**src/rtl/core/crc16mh_pkg.sv**
```systemverilog
`timescale 1ns / 1ps
// ----------------------------------------------------------------------------
// crc16mh_pkg
// Shared widths, register indexes, command/status types and the byte-wise
// CRC-16/MODBUS update for the key hash block.
// ----------------------------------------------------------------------------
package crc16mh_pkg;

  localparam int unsigned KEY_W      = 8;
  localparam int unsigned CRC_W      = 16;
  localparam int unsigned BASE_W     = 16;
  localparam int unsigned LIMIT_W    = 32;
  localparam int unsigned HASH_W     = 16;
  localparam int unsigned CFG_IDX_W  = 2;
  localparam int unsigned CFG_DATA_W = 32;

  // register indexes on the config port
  localparam logic [CFG_IDX_W-1:0] CFG_IDX_BASE  = CFG_IDX_W'(0);
  localparam logic [CFG_IDX_W-1:0] CFG_IDX_LIMIT = CFG_IDX_W'(1);

  localparam logic [CRC_W-1:0] CRC_INIT = 16'hFFFF;
  localparam logic [CRC_W-1:0] CRC_POLY = 16'hA001;  // reflected 0x8005

  // restoring divider: one dividend bit per step
  localparam int unsigned DIV_STEPS = CRC_W;
  localparam int unsigned CNT_W     = $clog2(DIV_STEPS);

  typedef struct packed {
    logic crc_upd;   // fold byte into running CRC
    logic crc_clr;   // last byte: CRC back to init
    logic div_load;  // capture swapped CRC, divisor and flags
    logic div_step;  // one restoring-division step
    logic out_load;  // load result register
  } ctrl_cmd_t;

  typedef struct packed {
    logic lim_zero;  // hash_limit == 0
    logic div_zero;  // limit + base - 1 == 0 (mod 2^32)
  } dp_sts_t;

  // one byte, LSB first, eight shift/fold steps on 16 bits
  function automatic logic [CRC_W-1:0] crc_byte(input logic [CRC_W-1:0] crc,
                                                input logic [KEY_W-1:0] b);
    logic [CRC_W-1:0] c;
    c = crc ^ {{(CRC_W-KEY_W){1'b0}}, b};
    for (int k = 0; k < KEY_W; k++) begin
      c = c[0] ? ((c >> 1) ^ CRC_POLY) : (c >> 1);
    end
    return c;
  endfunction

endpackage

```
**src/rtl/core/crc16mh_ifs.sv**
```systemverilog
`timescale 1ns / 1ps
// ----------------------------------------------------------------------------
// crc16mh channel interfaces
// Valid/ready channels for key bytes, hash results and register writes.
// ----------------------------------------------------------------------------
interface crc16mh_in_if;
  logic                            valid;
  logic                            ready;
  logic [crc16mh_pkg::KEY_W-1:0]   key_byte;
  logic                            last_byte;

  modport source (output valid, key_byte, last_byte, input ready);
  modport sink   (input valid, key_byte, last_byte, output ready);
endinterface

interface crc16mh_out_if;
  logic                            valid;
  logic                            ready;
  logic [crc16mh_pkg::HASH_W-1:0]  hash_value;
  logic                            divide_error;

  modport source (output valid, hash_value, divide_error, input ready);
  modport sink   (input valid, hash_value, divide_error, output ready);
endinterface

interface crc16mh_cfg_if;
  logic                                 valid;
  logic                                 ready;
  logic [crc16mh_pkg::CFG_IDX_W-1:0]    idx;
  logic [crc16mh_pkg::CFG_DATA_W-1:0]   data;

  modport source (output valid, idx, data, input ready);
  modport sink   (input valid, idx, data, output ready);
endinterface

```
**src/rtl/core/crc16mh_dp.sv**
```systemverilog
`timescale 1ns / 1ps
// ----------------------------------------------------------------------------
// crc16mh_dp
// Datapath: config registers, CRC register, restoring divider and result
// register.
// ----------------------------------------------------------------------------
module crc16mh_dp (
  input  logic                                clk,
  input  logic                                rst_n,
  input  logic                                cfg_wr,
  input  logic [crc16mh_pkg::CFG_IDX_W-1:0]   cfg_idx,
  input  logic [crc16mh_pkg::CFG_DATA_W-1:0]  cfg_data,
  input  logic [crc16mh_pkg::KEY_W-1:0]       in_key,
  input  crc16mh_pkg::ctrl_cmd_t              cmd,
  output crc16mh_pkg::dp_sts_t                sts,
  output logic [crc16mh_pkg::HASH_W-1:0]      hash_value,
  output logic                                divide_error
);

  localparam int unsigned CW = crc16mh_pkg::CRC_W;
  localparam int unsigned LW = crc16mh_pkg::LIMIT_W;
  localparam int unsigned RW = CW + 1;  // remainder plus shifted-in bit

  logic [crc16mh_pkg::BASE_W-1:0]  base_r;
  logic [LW-1:0]                   limit_r;
  logic [CW-1:0]                   crc_r;
  logic [CW-1:0]                   dvd_r;
  logic [RW-1:0]                   rem_r;
  logic [LW-1:0]                   dsr_r;
  logic                            lz_r;
  logic                            err_r;
  logic [crc16mh_pkg::HASH_W-1:0]  hash_r;
  logic                            derr_r;

  logic [CW-1:0] crc_new;
  logic [CW-1:0] swapped;
  logic [LW-1:0] divisor;
  logic [RW-1:0] rem_sh;
  logic          rem_ge;

  assign crc_new = crc16mh_pkg::crc_byte(crc_r, in_key);
  assign swapped = {crc_new[7:0], crc_new[CW-1:8]};
  assign divisor = limit_r + {{(LW-crc16mh_pkg::BASE_W){1'b0}}, base_r} - LW'(1);

  assign sts.lim_zero = (limit_r == '0);
  assign sts.div_zero = (divisor == '0);

  assign rem_sh = {rem_r[CW-1:0], dvd_r[CW-1]};
  assign rem_ge = ({{(LW-RW){1'b0}}, rem_sh} >= dsr_r);

  always_ff @(posedge clk) begin
    if (!rst_n) begin
      base_r  <= '0;
      limit_r <= '0;
    end else if (cfg_wr) begin
      if (cfg_idx == crc16mh_pkg::CFG_IDX_BASE) begin
        base_r <= cfg_data[crc16mh_pkg::BASE_W-1:0];
      end else if (cfg_idx == crc16mh_pkg::CFG_IDX_LIMIT) begin
        limit_r <= cfg_data[LW-1:0];
      end
    end
  end

  always_ff @(posedge clk) begin
    if (!rst_n) begin
      crc_r <= crc16mh_pkg::CRC_INIT;
    end else if (cmd.crc_clr) begin
      crc_r <= crc16mh_pkg::CRC_INIT;
    end else if (cmd.crc_upd) begin
      crc_r <= crc_new;
    end
  end

  // divider and result payload: no reset needed
  always_ff @(posedge clk) begin
    if (cmd.div_load) begin
      dvd_r <= swapped;
      rem_r <= '0;
      dsr_r <= divisor;
      lz_r  <= sts.lim_zero;
      err_r <= !sts.lim_zero && sts.div_zero;
    end else if (cmd.div_step) begin
      dvd_r <= dvd_r << 1;
      rem_r <= rem_ge ? (rem_sh - dsr_r[RW-1:0]) : rem_sh;
    end
    if (cmd.out_load) begin
      hash_r <= lz_r ? base_r : (err_r ? '0 : rem_r[CW-1:0]);
      derr_r <= err_r;
    end
  end

  assign hash_value   = hash_r;
  assign divide_error = derr_r;

endmodule

```
**src/rtl/core/crc16mh_ctrl.sv**
```systemverilog
`timescale 1ns / 1ps
// ----------------------------------------------------------------------------
// crc16mh_ctrl
// Controller: accepts key bytes, sequences the divider, owns output valid.
// ----------------------------------------------------------------------------
module crc16mh_ctrl (
  input  logic                    clk,
  input  logic                    rst_n,
  input  logic                    in_valid,
  input  logic                    in_last,
  output logic                    in_ready,
  input  logic                    out_ready,
  output logic                    out_valid,
  input  crc16mh_pkg::dp_sts_t    sts,
  output crc16mh_pkg::ctrl_cmd_t  cmd
);

  localparam logic [1:0] ST_IDLE = 2'd0;
  localparam logic [1:0] ST_DIV  = 2'd1;
  localparam logic [1:0] ST_DONE = 2'd2;

  localparam int unsigned CW = crc16mh_pkg::CNT_W;

  logic [1:0]    state_r, state_nxt;
  logic [CW-1:0] cnt_r, cnt_nxt;
  logic          out_valid_r, out_valid_nxt;
  logic          in_acc;
  logic          out_free;

  assign in_ready = (state_r == ST_IDLE);
  assign in_acc   = in_valid && in_ready;
  assign out_free = !out_valid_r || out_ready;

  always_comb begin
    cmd       = '0;
    state_nxt = state_r;
    cnt_nxt   = cnt_r;
    case (state_r)
      ST_IDLE: begin
        if (in_acc) begin
          if (in_last) begin
            cmd.crc_clr  = 1'b1;
            cmd.div_load = 1'b1;
            cnt_nxt      = '0;
            state_nxt    = (sts.lim_zero || sts.div_zero) ? ST_DONE : ST_DIV;
          end else begin
            cmd.crc_upd = 1'b1;
          end
        end
      end
      ST_DIV: begin
        cmd.div_step = 1'b1;
        if (cnt_r == CW'(crc16mh_pkg::DIV_STEPS - 1)) begin
          state_nxt = ST_DONE;
        end else begin
          cnt_nxt = cnt_r + CW'(1);
        end
      end
      ST_DONE: begin
        if (out_free) begin
          cmd.out_load = 1'b1;
          state_nxt    = ST_IDLE;
        end
      end
      default: begin
        state_nxt = ST_IDLE;
      end
    endcase
  end

  assign out_valid_nxt = cmd.out_load ? 1'b1 : (out_ready ? 1'b0 : out_valid_r);

  always_ff @(posedge clk) begin
    if (!rst_n) begin
      state_r     <= ST_IDLE;
      cnt_r       <= '0;
      out_valid_r <= 1'b0;
    end else begin
      state_r     <= state_nxt;
      cnt_r       <= cnt_nxt;
      out_valid_r <= out_valid_nxt;
    end
  end

  assign out_valid = out_valid_r;

endmodule

```
**src/rtl/core/crc16_modbus_hash_modulo.sv**
```systemverilog
`timescale 1ns / 1ps
// ----------------------------------------------------------------------------
// crc16_modbus_hash_modulo
// CRC-16/MODBUS over a key, one byte per beat, byte-swapped at the last byte
// and reduced modulo (hash_limit + hash_base - 1), or hash_base if the limit
// is zero; a zero divisor gives hash 0 with divide_error set.
// ----------------------------------------------------------------------------
//
//  channel   dir   payload                          beat means
//  in_bus    in    key_byte[7:0], last_byte         one key byte
//  out_bus   out   hash_value[15:0], divide_error   one hash per key
//  cfg_bus   in    idx[1:0], data[31:0]             one register write
//
//  Timing:
//  - A key byte that is not last is folded into the CRC register when it is
//    accepted; the CRC update is a single combinational byte step.
//  - A last byte loads the divider, then runs 16 restoring steps when a division
//    is needed, one bit of the swapped CRC per cycle, and then loads the result;
//    the steps are skipped when the limit is zero or the divisor is zero.
//  - in_bus.ready is low while the divider runs and while a finished result
//    waits for a full output register; bytes keep flowing while an older
//    result sits on out_bus.
//  - Reset (rst_n low, synchronous) clears both config registers and sets the
//    CRC to 0xFFFF. cfg_bus.ready is always high.
//
module crc16_modbus_hash_modulo (
  input  logic                  clk,
  input  logic                  rst_n,
  crc16mh_in_if.sink            in_bus,
  crc16mh_out_if.source         out_bus,
  crc16mh_cfg_if.sink           cfg_bus
);

  crc16mh_pkg::ctrl_cmd_t cmd;
  crc16mh_pkg::dp_sts_t   sts;

  // register writes land in the config registers, never stalled
  assign cfg_bus.ready = 1'b1;

  crc16mh_ctrl u_ctrl (
    .clk       (clk),
    .rst_n     (rst_n),
    .in_valid  (in_bus.valid),
    .in_last   (in_bus.last_byte),
    .in_ready  (in_bus.ready),
    .out_ready (out_bus.ready),
    .out_valid (out_bus.valid),
    .sts       (sts),
    .cmd       (cmd)
  );

  crc16mh_dp u_dp (
    .clk          (clk),
    .rst_n        (rst_n),
    .cfg_wr       (cfg_bus.valid),
    .cfg_idx      (cfg_bus.idx),
    .cfg_data     (cfg_bus.data),
    .in_key       (in_bus.key_byte),
    .cmd          (cmd),
    .sts          (sts),
    .hash_value   (out_bus.hash_value),
    .divide_error (out_bus.divide_error)
  );

endmodule

```
**src/flat_wrapper.sv**
```systemverilog
// flat-port wrapper written by rule: the top's interface ports become plain ports
module crc16_modbus_hash_modulo_flat 
  (clk, rst_n, in_bus_valid, in_bus_key_byte, in_bus_last_byte, in_bus_ready, out_bus_valid, out_bus_hash_value, out_bus_divide_error, out_bus_ready, cfg_bus_valid, cfg_bus_idx, cfg_bus_data, cfg_bus_ready);
  crc16mh_in_if in_bus_i ();
  crc16mh_out_if out_bus_i ();
  crc16mh_cfg_if cfg_bus_i ();
  input  logic clk;
  input  logic rst_n;
  input wire logic [$bits(in_bus_i.valid)-1:0] in_bus_valid;
  input wire logic [$bits(in_bus_i.key_byte)-1:0] in_bus_key_byte;
  input wire logic [$bits(in_bus_i.last_byte)-1:0] in_bus_last_byte;
  output wire logic [$bits(in_bus_i.ready)-1:0] in_bus_ready;
  output wire logic [$bits(out_bus_i.valid)-1:0] out_bus_valid;
  output wire logic [$bits(out_bus_i.hash_value)-1:0] out_bus_hash_value;
  output wire logic [$bits(out_bus_i.divide_error)-1:0] out_bus_divide_error;
  input wire logic [$bits(out_bus_i.ready)-1:0] out_bus_ready;
  input wire logic [$bits(cfg_bus_i.valid)-1:0] cfg_bus_valid;
  input wire logic [$bits(cfg_bus_i.idx)-1:0] cfg_bus_idx;
  input wire logic [$bits(cfg_bus_i.data)-1:0] cfg_bus_data;
  output wire logic [$bits(cfg_bus_i.ready)-1:0] cfg_bus_ready;
  assign in_bus_i.valid = in_bus_valid;
  assign in_bus_i.key_byte = in_bus_key_byte;
  assign in_bus_i.last_byte = in_bus_last_byte;
  assign in_bus_ready = in_bus_i.ready;
  assign out_bus_valid = out_bus_i.valid;
  assign out_bus_hash_value = out_bus_i.hash_value;
  assign out_bus_divide_error = out_bus_i.divide_error;
  assign out_bus_i.ready = out_bus_ready;
  assign cfg_bus_i.valid = cfg_bus_valid;
  assign cfg_bus_i.idx = cfg_bus_idx;
  assign cfg_bus_i.data = cfg_bus_data;
  assign cfg_bus_ready = cfg_bus_i.ready;
  crc16_modbus_hash_modulo u_core (.clk(clk), .rst_n(rst_n), .in_bus(in_bus_i), .out_bus(out_bus_i), .cfg_bus(cfg_bus_i));
endmodule
```
**config.mk**
```make
export PLATFORM = sky130hd
export DESIGN_NAME = crc16_modbus_hash_modulo_flat
export DESIGN_NICKNAME = d
export VERILOG_FILES = /design/src/rtl/core/crc16mh_pkg.sv /design/src/rtl/core/crc16mh_ifs.sv /design/src/rtl/core/crc16mh_dp.sv /design/src/rtl/core/crc16mh_ctrl.sv /design/src/rtl/core/crc16_modbus_hash_modulo.sv /design/src/flat_wrapper.sv
export SDC_FILE = /design/constraint.sdc
export NUM_CORES = 1
export LEC_CHECK = 0
export ABC_AREA = 0
export CAP_MARGIN = 5
export CORE_ASPECT_RATIO = 1.1
export CORE_MARGIN = 10
export CORE_UTILIZATION = 57
export DETAILED_ROUTE_END_ITERATION = 8
export DONT_BUFFER_PORTS = 1
export GPL_TIMING_DRIVEN = 0
export HOLD_SLACK_MARGIN = 0.06
export PLACE_DENSITY = 0.72
export SLEW_MARGIN = 20
export SYNTH_ARGS = -nofsm -noshare
export SYNTH_HDL_FRONTEND = slang
export SYNTH_HIERARCHICAL = 1
export SYNTH_SLANG_ARGS = --single-unit
export TNS_END_PERCENT = 5
```
**constraint.sdc**
```tcl
create_clock -name clk -period 5.41 [get_ports clk]
set_clock_uncertainty 0.1 [all_clocks]
set_input_delay 0.2705 -clock clk [delete_from_list [all_inputs] [get_ports clk]]
set_output_delay 0.2705 -clock clk [all_outputs]
set_load 0.03 [all_outputs]
```
==> impl_metrics.py, run 1 <==
metrics = {
    "timing": {
        "worstMarginPinSlew_ns": 0.989,
        "hold_violations": 0,
        "slew_headroom_pct": 32.4,
        "post-route-min-period_ns": 5.12,
        "setup_viol": 0,
        "max_freq_mhz": 195,
        "fin_ws_ns": 0.287,
        "period_share_pct": 94.7,
        "slew_viol_final": 0,
    },
    "synthesis": {
        "ys_ff_latch": 154,
        "ys_seq_area_share_pct": 39.4,
        "synth_edf_count": 67,
        "synth_fp_nets": 1223,
        "synth_cells": 1101,
        "ys_warn_count": 6,
        "synth.avg_cell_area_um2": 8.65,
        "syn-cell-area_um2": 9530,
        "ys.flop_type": "dfxtp_1",
        "synth_cell_types": 73,
        "synthArstFlopShare_pct": 0,
    },
    "power_and_ir_drop": {
        "pwr-share-clk_pct": 32.4,
        "ir_worst_vdd_mv": 0.214,
        "power.switching_mw": 1.15,
        "p_seq_share_pct": 39.2,
        "finalPower_mw": 3.67,
        "power_leakage_nw": 4.16,
        "intPower_mw": 2.52,
        "p_per_area_nw_per_um2": 340,
        "pwr-share-comb_pct": 28.4,
        "switching_share_pct": 31.4,
    },
    "route": {
        "vias_per_cell": 5.60,
        "route.detailed.drc": 0,
        "vias": 7707,
        "wl_per_cell_um": 16.0,
        "drtPass1Iterations": 5,
        "postRouteAntennaNets": 0,
        "route.final.wire_length_um": 22000,
        "dr.first_iter.drc_count": 569,
    },
    "status": {
        "outcome": "finished, final reports clean",
    },
    "floorplan": {
        "pin_count": 68,
        "rows": 49,
        "initial_core_util_pct": 58.2,
        "die_y_um": 156,
        "die_w_um": 143,
        "core_area_um2": 16400,
        "die_area_um2": 22300,
    },
    "finish": {
        "diodes": 0,
        "layout_commonest_cell": "nand2_1",
        "nets": 1282,
        "drive_gt1_share_pct": 5.37,
        "syn2layout_area_growth_pct": 13.4,
        "fillers": 1372,
        "mostFrequentLayoutCells": "nand2_1, inv_1, dfxtp_1",
    },
    "worst_setup_path": {
        "cp-end-kind": "flop",
        "cp_top_family": "simple AND/OR/NAND/NOR gates",
        "cp-start-kind": "flop",
        "worstRegToRegCells": 17,
        "cp_num_buf_inv": 2,
        "crit_type": "reg -> reg",
        "cpPeakStageDelay_ns": 0.53,
        "slowest_stage": "or4_1",
        "path_max_fanout": 4,
        "path_cells": "inv_1 > ha_1 > inv_1 > ha_1 > fa_1 > a211o_1 > a21boi_2 > o311ai_0 > o311a_1 > nor4_2 > or4b_1 > or4_1 > or4_1 > nor4_2 > nor3_1 > a21oi_1 > nor4_1",
        "cp_data_arrival_time_ns": 5.34,
        "worst_ep_required_time_ns": 5.63,
        "crit_cells": 17,
    },
    "grt": {
        "grt_max_degree": 45,
        "grt_pass1_vias": 7452,
        "gr-total-overflow": 0,
        "grt_first_pass_wirelength_um": 36100,
        "antenna_found_initial": 0,
        "track_usage_pct": 19.9,
    },
    "clock_network": {
        "cts_tree": "done",
        "cts.sinks": 154,
        "htreeDepth": 4,
        "numCtsBuffers": 17,
        "clkTransAtPathRegs_ns": 0.06,
        "worstSkewPairLatency_ns": 0.43,
        "cts-root-buf": "clkbuf_16",
        "cts_buffer_depth": 2,
        "cts_setup_buffers": 0,
    },
    "flow_run": {
        "cap_violations": 0,
    },
    "placement": {
        "place_congestion": 0.881,
        "dp_slack_ns": -0.00198,
        "io_buffer_count": 0,
        "dp_hpwl_um": 16800,
    },
    "hold_path": {
        "hp-class": "in -> reg",
        "hold_depth": 2,
    },
}
[cell usage after synthesis (6+ instances only)]
master | count | area share [%]
xor2_1 | 12 | 1.1
o31ai_1 | 6 | 0.47
nand4_1 | 13 | 0.85
a21o_1 | 12 | 0.95
o21bai_1 | 13 | 1.0
clkbuf_1 | 39 | 1.5
ha_1 | 72 | 9.5
nor2_1 | 66 | 2.6
nand3_1 | 13 | 0.68
dfxtp_1 | 87 | 18
a21oi_1 | 59 | 3.1
a21boi_0 | 49 | 3.9
inv_1 | 121 | 4.8
a31oi_1 | 6 | 0.39
xnor2_1 | 44 | 4.0
nor2b_1 | 15 | 0.99
nor4_1 | 17 | 1.1
a211oi_1 | 24 | 1.9
o21a_1 | 9 | 0.71
nor3_1 | 21 | 1.1
nand2b_1 | 25 | 1.6
o21ai_0 | 46 | 2.4
edfxtp_1 | 67 | 21
mux2i_1 | 13 | 1.4
nand2_1 | 161 | 6.3
mux2_2 | 8 | 0.95
[worst register-to-register path, cell delays in order (launching register included)]
cell and delay (ns):
dfxtp_1 0.40, inv_1 0.06, ha_1 0.27, inv_1 0.04, ha_1 0.23, fa_1 0.48
a211o_1 0.32, a21boi_2 0.22, o311ai_0 0.16, o311a_1 0.20, nor4_2 0.35, or4b_1 0.49
or4_1 0.51, or4_1 0.53, nor4_2 0.36, nor3_1 0.09, a21oi_1 0.15, nor4_1 0.06
[registers in the layout, summed over array words and instances (netlist names)]
name / cells
u_core/u_dp/lz_r: 1
u_core/u_dp/dsr_r: 32
u_core/u_ctrl/state_r: 2
u_core/u_dp/hash_value: 16
u_core/u_dp/err_r: 1
u_core/u_dp/crc_r: 16
u_core/u_dp/base_r: 16
u_core/u_ctrl/out_valid: 1
u_core/u_dp/rem_r: 16
u_core/u_ctrl/cnt_r: 4
u_core/u_dp/dvd_r: 16
u_core/u_dp/divide_error: 1
u_core/u_dp/limit_r: 32
[cell type report]
cell class,instances,area [µm²],share of cell area (%)
Buffer,46,193,1.78
Clock buffer,20,437,4.04
Clock inverter,12,150,1.39
Inverter,123,467,4.32
Multi-Input combinational cell,778,5140,47.6
Sequential cell,154,3750,34.8
Tap cell,204,255,2.36
Timing Repair Buffer,40,400,3.71
[cells by family (layout without fill, tap and decap cells)]
family / count (synthesis) / count (layout) / synth area share, %
AOI/OAI and AO/OA: 264 / 264 / 18.5
xor gates and xnor gates: 56 / 56 / 5.15
adders and majority gates: 74 / 74 / 9.88
buffers and inverters: 169 / 241 / 6.92
DFF: 154 / 154 / 39.4
muxes: 21 / 21 / 2.31
other: 1 / 1 / 0.0394
and+or+nand+nor: 362 / 362 / 17.8
[layer usage]
metal	wire, µm	share of wire [%]	vias up	global-route usage [%]
met2	10300	47	211	32.8
met1	10200	46	3521	25.7
li1	-	-	3940	-
met4	421	1.9	0	5.99
met5	0	0	-	0
met3	1080	4.9	35	4.20
[through the flow]
stage | hold slack, ns | area [µm²] | setup TNS [ns] | util [%] | std cells
global placement | 0.317 | 9780 | 0 | 59.8 | 1305
global route | 0.171 | 10800 | -0.00839 | 66.0 | 1377
detailed placement | 0.325 | 9780 | -0.00198 | 59.8 | 1305
finish | 0.136 | 10800 | 0 | 66.0 | 1377
floorplan | 0.315 | 9530 | 0 | - | 1101
CTS | 0.119 | 10800 | 0 | 65.8 | 1377
[path summary, 6_finish.rpt]
check                                  end                    start  slack, ns
setup / recovery  u_core/u_ctrl/state_r[0]    u_core/u_dp/base_r[1]       0.29
setup reg to reg  u_core/u_ctrl/state_r[0]    u_core/u_dp/base_r[1]       0.29
hold reg to reg    u_core/u_dp/limit_r[13]  u_core/u_dp/limit_r[13]       0.36
hold / removal     u_core/u_dp/limit_r[24]                    rst_n       0.14
[power groups by stage]
stage	Combinational, mW	Clock, mW	Sequential, mW
after floorplan	0.798	0	1.43
after global placement	0.977	0	1.46
after detailed placement	0.990	0	1.46
after CTS	1.02	1.21	1.44
after global routing	1.16	1.26	1.45
final	1.04	1.19	1.44
[what timing repair did]
item                                   4_1_cts  5_1_grt
setup endpoints to repair                    1        2
resized for setup                            1        6
pin swaps                                    0        0
endpoints found under the hold margin       55        0
hold buffers                                40        0
Note: power is estimated with default switching activity, not from simulation.
==> run 2, diff against run 1 <==
Clock period 5.41 ns to 6.1 ns, I/O delays scaled along.
==> run 2 against run 1 <==
  * Hold slack got worse by 0.043 ns
  * Largest cell class unchanged
  * Global-route usage barely moved
  * Non-clock buffer count is 4 lower
  * Fmax decreased by 5.9%
  * Via count is essentially flat
  * Final cell count shrank 0.29%
  * Critical endpoint unchanged
  * Die area stayed put
==> impl_metrics.py, run 2 (synthesis gave the netlist of run 1 again) <==
metrics = {
    "finish": {
        "seqCellArea_um2": 3750,
        "diodes": 0,
        "fin_util_pct": 65.5,
        "mostFrequentLayoutCells": "nand2_1, inv_1, dfxtp_1",
        "nets": 1278,
        "drive_gt1_share_pct": 4.88,
        "final_area_um2": 10700,
        "layout_commonest_cell": "nand2_1",
        "multi_input_area_um2": 5110,
        "fin_cells": 1373,
        "fillers": 1386,
        "reg.largest.list": "u_core/u_dp/dsr_r (32), u_core/u_dp/limit_r (32)",
        "syn2layout_area_growth_pct": 12.6,
    },
    "timing": {
        "post-route-min-period_ns": 5.44,
        "whs_ns": 0.0928,
        "rsz0062_at_grt": "no",
        "slew_viol_final": 0,
        "tns_ns": 0,
        "worstMarginPinSlew_ns": 0.928,
        "max_freq_mhz": 184,
        "setup_viol": 0,
        "period_share_pct": 89.2,
        "slew_headroom_pct": 36.5,
        "fin_ws_ns": 0.657,
        "hold_violations": 0,
    },
    "floorplan": {
        "rows": 49,
        "die_area_um2": 22300,
        "core_area_um2": 16400,
        "pin_count": 68,
        "initial_core_util_pct": 58.2,
        "die_y_um": 156,
        "die_w_um": 143,
    },
    "power_and_ir_drop": {
        "p_per_area_nw_per_um2": 302,
        "finalPower_mw": 3.24,
        "power_leakage_nw": 4.14,
        "ir_worst_vdd_mv": 0.189,
    },
    "clock_network": {
        "htreeDepth": 4,
        "postCtsHoldBufs": 36,
        "cts.sinks": 154,
        "numCtsBuffers": 17,
        "worstSkewPairLatency_ns": 0.43,
        "clkTransAtPathRegs_ns": 0.06,
        "cts_buffer_depth": 2,
        "cts-resized-gates": 0,
        "cts_setup_buffers": 0,
        "cts-root-buf": "clkbuf_16",
        "cts_tree": "done",
    },
    "grt": {
        "grt_pass1_vias": 7427,
        "grt_first_pass_wirelength_um": 36100,
        "antenna_found_initial": 0,
        "gr-total-overflow": 0,
        "grt_max_degree": 45,
        "track_usage_pct": 19.9,
    },
    "route": {
        "dr.first_iter.drc_count": 566,
        "drtPass1Iterations": 6,
        "route.detailed.drc": 0,
        "vias": 7708,
        "wl_per_cell_um": 15.9,
        "vias_per_cell": 5.61,
        "route.final.wire_length_um": 21900,
        "postRouteAntennaNets": 0,
    },
    "placement": {
        "dp_slack_ns": 0.688,
        "placed_area_um2": 9780,
        "place_congestion": 0.881,
        "dp.cells": 1305,
        "dp_hpwl_um": 16800,
        "io_buffer_count": 0,
    },
    "worst_setup_path": {
        "path_cells": "inv_1 > ha_1 > inv_1 > ha_1 > fa_1 > a211oi_1 > o21ai_0 > a211oi_1 > o32ai_1 > nor4_1 > or4b_1 > or4_1 > or4_1 > nor4_1 > nor3_1 > a21oi_1 > nor4_1",
        "cp-end-kind": "flop",
        "cpPeakStageDelay_ns": 0.51,
        "slowest_stage": "or4_1",
        "path_max_fanout": 4,
        "cpMostUsedCell": "nor4_1",
        "cp-start-kind": "flop",
        "cp_data_arrival_time_ns": 5.66,
        "worst_ep_required_time_ns": 6.31,
        "crit_type": "reg -> reg",
        "cp_num_buf_inv": 2,
        "cp_top_family": "simple AND/OR/NAND/NOR gates",
    },
    "flow_run": {
        "cap_violations": 0,
    },
    "hold_path": {
        "hp-class": "in -> reg",
    },
    "status": {
        "outcome": "finished, final reports clean",
    },
}
run 2: cell count changes in the layout (fill, tap and decap cells not counted):
cell / delta
a211oi_1: +2
a211oi_2: -2
a21boi_1: +1
a21boi_2: -1
dlygate4sd3_1: -4
nor4_1: +2
nor4_2: -2
o21ai_0: +1
o21ai_2: -1
run 2: final timing paths:
kind         depth (start not counted)                     from  slack [ns]                       end
max reg2reg                         17    u_core/u_dp/base_r[1]        0.66  u_core/u_ctrl/state_r[0]
max                                 17    u_core/u_dp/base_r[1]        0.66  u_core/u_ctrl/state_r[0]
min reg2reg                          2  u_core/u_dp/limit_r[13]        0.36   u_core/u_dp/limit_r[13]
min                                  3           cfg_bus_idx[1]        0.09    u_core/u_dp/base_r[14]
run 2: final cells by class:
type | count | share of cell area (%)
buffer | 46 | 1.80
clock buffer | 20 | 4.07
clock inverter | 12 | 1.40
inverter | 123 | 4.35
multi-input combinational | 778 | 47.7
sequential | 154 | 35.0
tap | 204 | 2.38
timing repair buffer | 36 | 3.36
run 2: routing by layer:
layer | vias up | GRT usage (%) | share of wire, %
li1 | 3936 | - | -
met2 | 192 | 32.7 | 47
met3 | 25 | 4.11 | 4.6
met5 | - | 0 | 0
met4 | 0 | 5.99 | 1.7
met1 | 3555 | 25.8 | 46
run 2: report_power, final:
group          switching [mW]  internal (mW)  total, mW
registers              0.0740           1.20       1.28
clock network           0.415          0.642       1.06
logic                   0.527          0.385      0.912
run 2: worst min-delay path, stage by stage:
cell      delay, ns
nor3b_1        0.10
nand2_1        0.09
a21boi_0       0.07
==> run 3, diff against run 2 <==
Settings changed: ABC_CLOCK_PERIOD_IN_PS set to 6070, PLACE_DENSITY 0.72 to not set, PLACE_DENSITY_LB_ADDON set to 0.15.
Clock period 6.1 ns to 6.07 ns, I/O delays scaled along.
==> run 3 against run 2 <==
  * Fmax down 0.34%
  * Setup slack got worse by 0.048 ns
  * Largest power group unchanged
  * Critical path depth did not move
  * Hold slack hardly changed
  * Critical endpoint unchanged
  * Die area is the same
  * Total power grew 0.65%
  * Register-to-register slack got worse by 0.05 ns
  * Sequential share of layout area hardly changed
==> impl_metrics.py, run 3 (synthesis gave the netlist of run 1 again) <==
metrics = {
    "floorplan": {
        "die_w_um": 143,
        "rows": 49,
        "initial_core_util_pct": 58.2,
        "core_area_um2": 16400,
        "pin_count": 68,
        "die_area_um2": 22300,
        "die_y_um": 156,
    },
    "power_and_ir_drop": {
        "p_per_area_nw_per_um2": 304,
        "ir_worst_vdd_mv": 0.222,
        "power_leakage_nw": 4.14,
    },
    "hold_path": {
        "hp-class": "in -> reg",
        "hold_depth": 3,
    },
    "finish": {
        "diodes": 0,
        "syn2layout_area_growth_pct": 12.6,
        "seqCellArea_um2": 3750,
        "mostFrequentLayoutCells": "nand2_1, inv_1, dfxtp_1",
        "layout_commonest_cell": "nand2_1",
        "reg.largest.list": "u_core/u_dp/dsr_r (32), u_core/u_dp/limit_r (32)",
        "drive_gt1_share_pct": 4.88,
        "fillers": 1387,
        "nets": 1278,
        "multi_input_area_um2": 5110,
    },
    "clock_network": {
        "cts.sinks": 154,
        "cts_buffer_depth": 2,
        "cts-root-buf": "clkbuf_16",
        "cts_setup_buffers": 0,
        "htreeDepth": 4,
        "numCtsBuffers": 17,
        "worstSkewPairLatency_ns": 0.42,
        "postCtsHoldBufs": 36,
        "clkTransAtPathRegs_ns": 0.06,
        "cts-resized-gates": 0,
        "cts_tree": "done",
    },
    "worst_setup_path": {
        "cp-start-kind": "flop",
        "path_max_fanout": 4,
        "worst_ep_required_time_ns": 6.28,
        "cp_data_arrival_time_ns": 5.67,
        "crit_type": "reg -> reg",
        "cp-end-kind": "flop",
        "worstRegToRegCells": 17,
    },
    "route": {
        "dr.first_iter.drc_count": 589,
        "drtPass1Iterations": 5,
        "vias_per_cell": 5.64,
        "postRouteAntennaNets": 0,
        "wl_per_cell_um": 16.2,
        "route.final.wire_length_um": 22300,
        "vias": 7738,
        "route.detailed.drc": 0,
    },
    "timing": {
        "fin_ws_ns": 0.609,
        "tns_ns": 0,
        "rsz0062_at_grt": "no",
        "max_freq_mhz": 183,
        "post-route-min-period_ns": 5.46,
        "worstMarginPinSlew_ns": 0.875,
        "period_share_pct": 90.0,
        "setup_viol": 0,
        "slew_viol_final": 0,
        "slew_headroom_pct": 40.1,
        "hold_violations": 0,
    },
    "grt": {
        "grt_pass1_vias": 7578,
        "gr-total-overflow": 0,
        "grt_first_pass_wirelength_um": 36900,
        "grt_max_degree": 45,
        "antenna_found_initial": 0,
        "track_usage_pct": 20.4,
    },
    "placement": {
        "io_buffer_count": 0,
        "place_congestion": 0.887,
        "dp_slack_ns": 0.628,
        "dp_hpwl_um": 16800,
    },
    "flow_run": {
        "cap_violations": 0,
    },
    "status": {
        "outcome": "finished, final reports clean",
    },
}
==> run 3: cell type report <==
cell class	instances	share of cell area, %
clock inverter	11	1.39
sequential	154	35.0
timing repair buffer	36	3.36
inverter	123	4.35
clock buffer	21	4.10
tap	204	2.38
buffer	46	1.80
multi-input combinational	778	47.7
==> run 3: stage by stage <==
step	instance area (µm²)	total power [mW]	hold slack (ns)	util (%)	std cells
2_1_floorplan	9530	1.99	0.342	-	1101
3_3_place_gp	9780	2.17	0.350	59.8	1305
3_5_place_dp	9780	2.18	0.358	59.8	1305
4_1_cts	10700	3.27	0.0777	65.6	1373
5_1_grt	10700	3.45	0.100	65.6	1373
6_report	10700	3.27	0.0927	65.6	1373
==> run 3: power by group <==
| group | internal, mW | switching [mW] | leakage (nW) | total [mW] |
|---|---|---|---|---|
| sequential | 1.21 | 0.0739 | 1.33 | 1.28 |
| clock | 0.647 | 0.416 | 0.278 | 1.06 |
| combinational | 0.388 | 0.533 | 2.53 | 0.921 |
| total | 2.24 | 1.02 | 4.14 | 3.27 |
==> run 3: metal layers <==
metal	global-route usage, %	part of all wire, %	vias to the layer above
met5	0	0	-
met4	7.10	1.8	0
met3	4.02	4.5	33
met2	33.8	48	194
met1	26.1	46	3588
li1	-	-	3923
==> run 3: final timing paths <==
path	start	end	slack (ns)
setup / recovery	u_core/u_dp/base_r[1]	u_core/u_ctrl/state_r[0]	0.61
hold / removal	cfg_bus_idx[1]	u_core/u_dp/base_r[2]	0.09
setup reg to reg	u_core/u_dp/base_r[1]	u_core/u_ctrl/state_r[0]	0.61
hold reg to reg	u_core/u_dp/limit_r[13]	u_core/u_dp/limit_r[13]	0.36
==> run 3: critical path, stage by stage (launching register included) <==
cell and delay (ns):
dfxtp_1 0.41, inv_1 0.06, ha_1 0.27, inv_1 0.04
ha_1 0.23, fa_1 0.47, a211oi_1 0.28, o21ai_0 0.31
a211oi_1 0.40, o32ai_1 0.13, nor4_1 0.38, or4b_1 0.51
or4_1 0.51, or4_1 0.50, nor4_1 0.44, nor3_1 0.09
a21oi_1 0.15, nor4_1 0.06
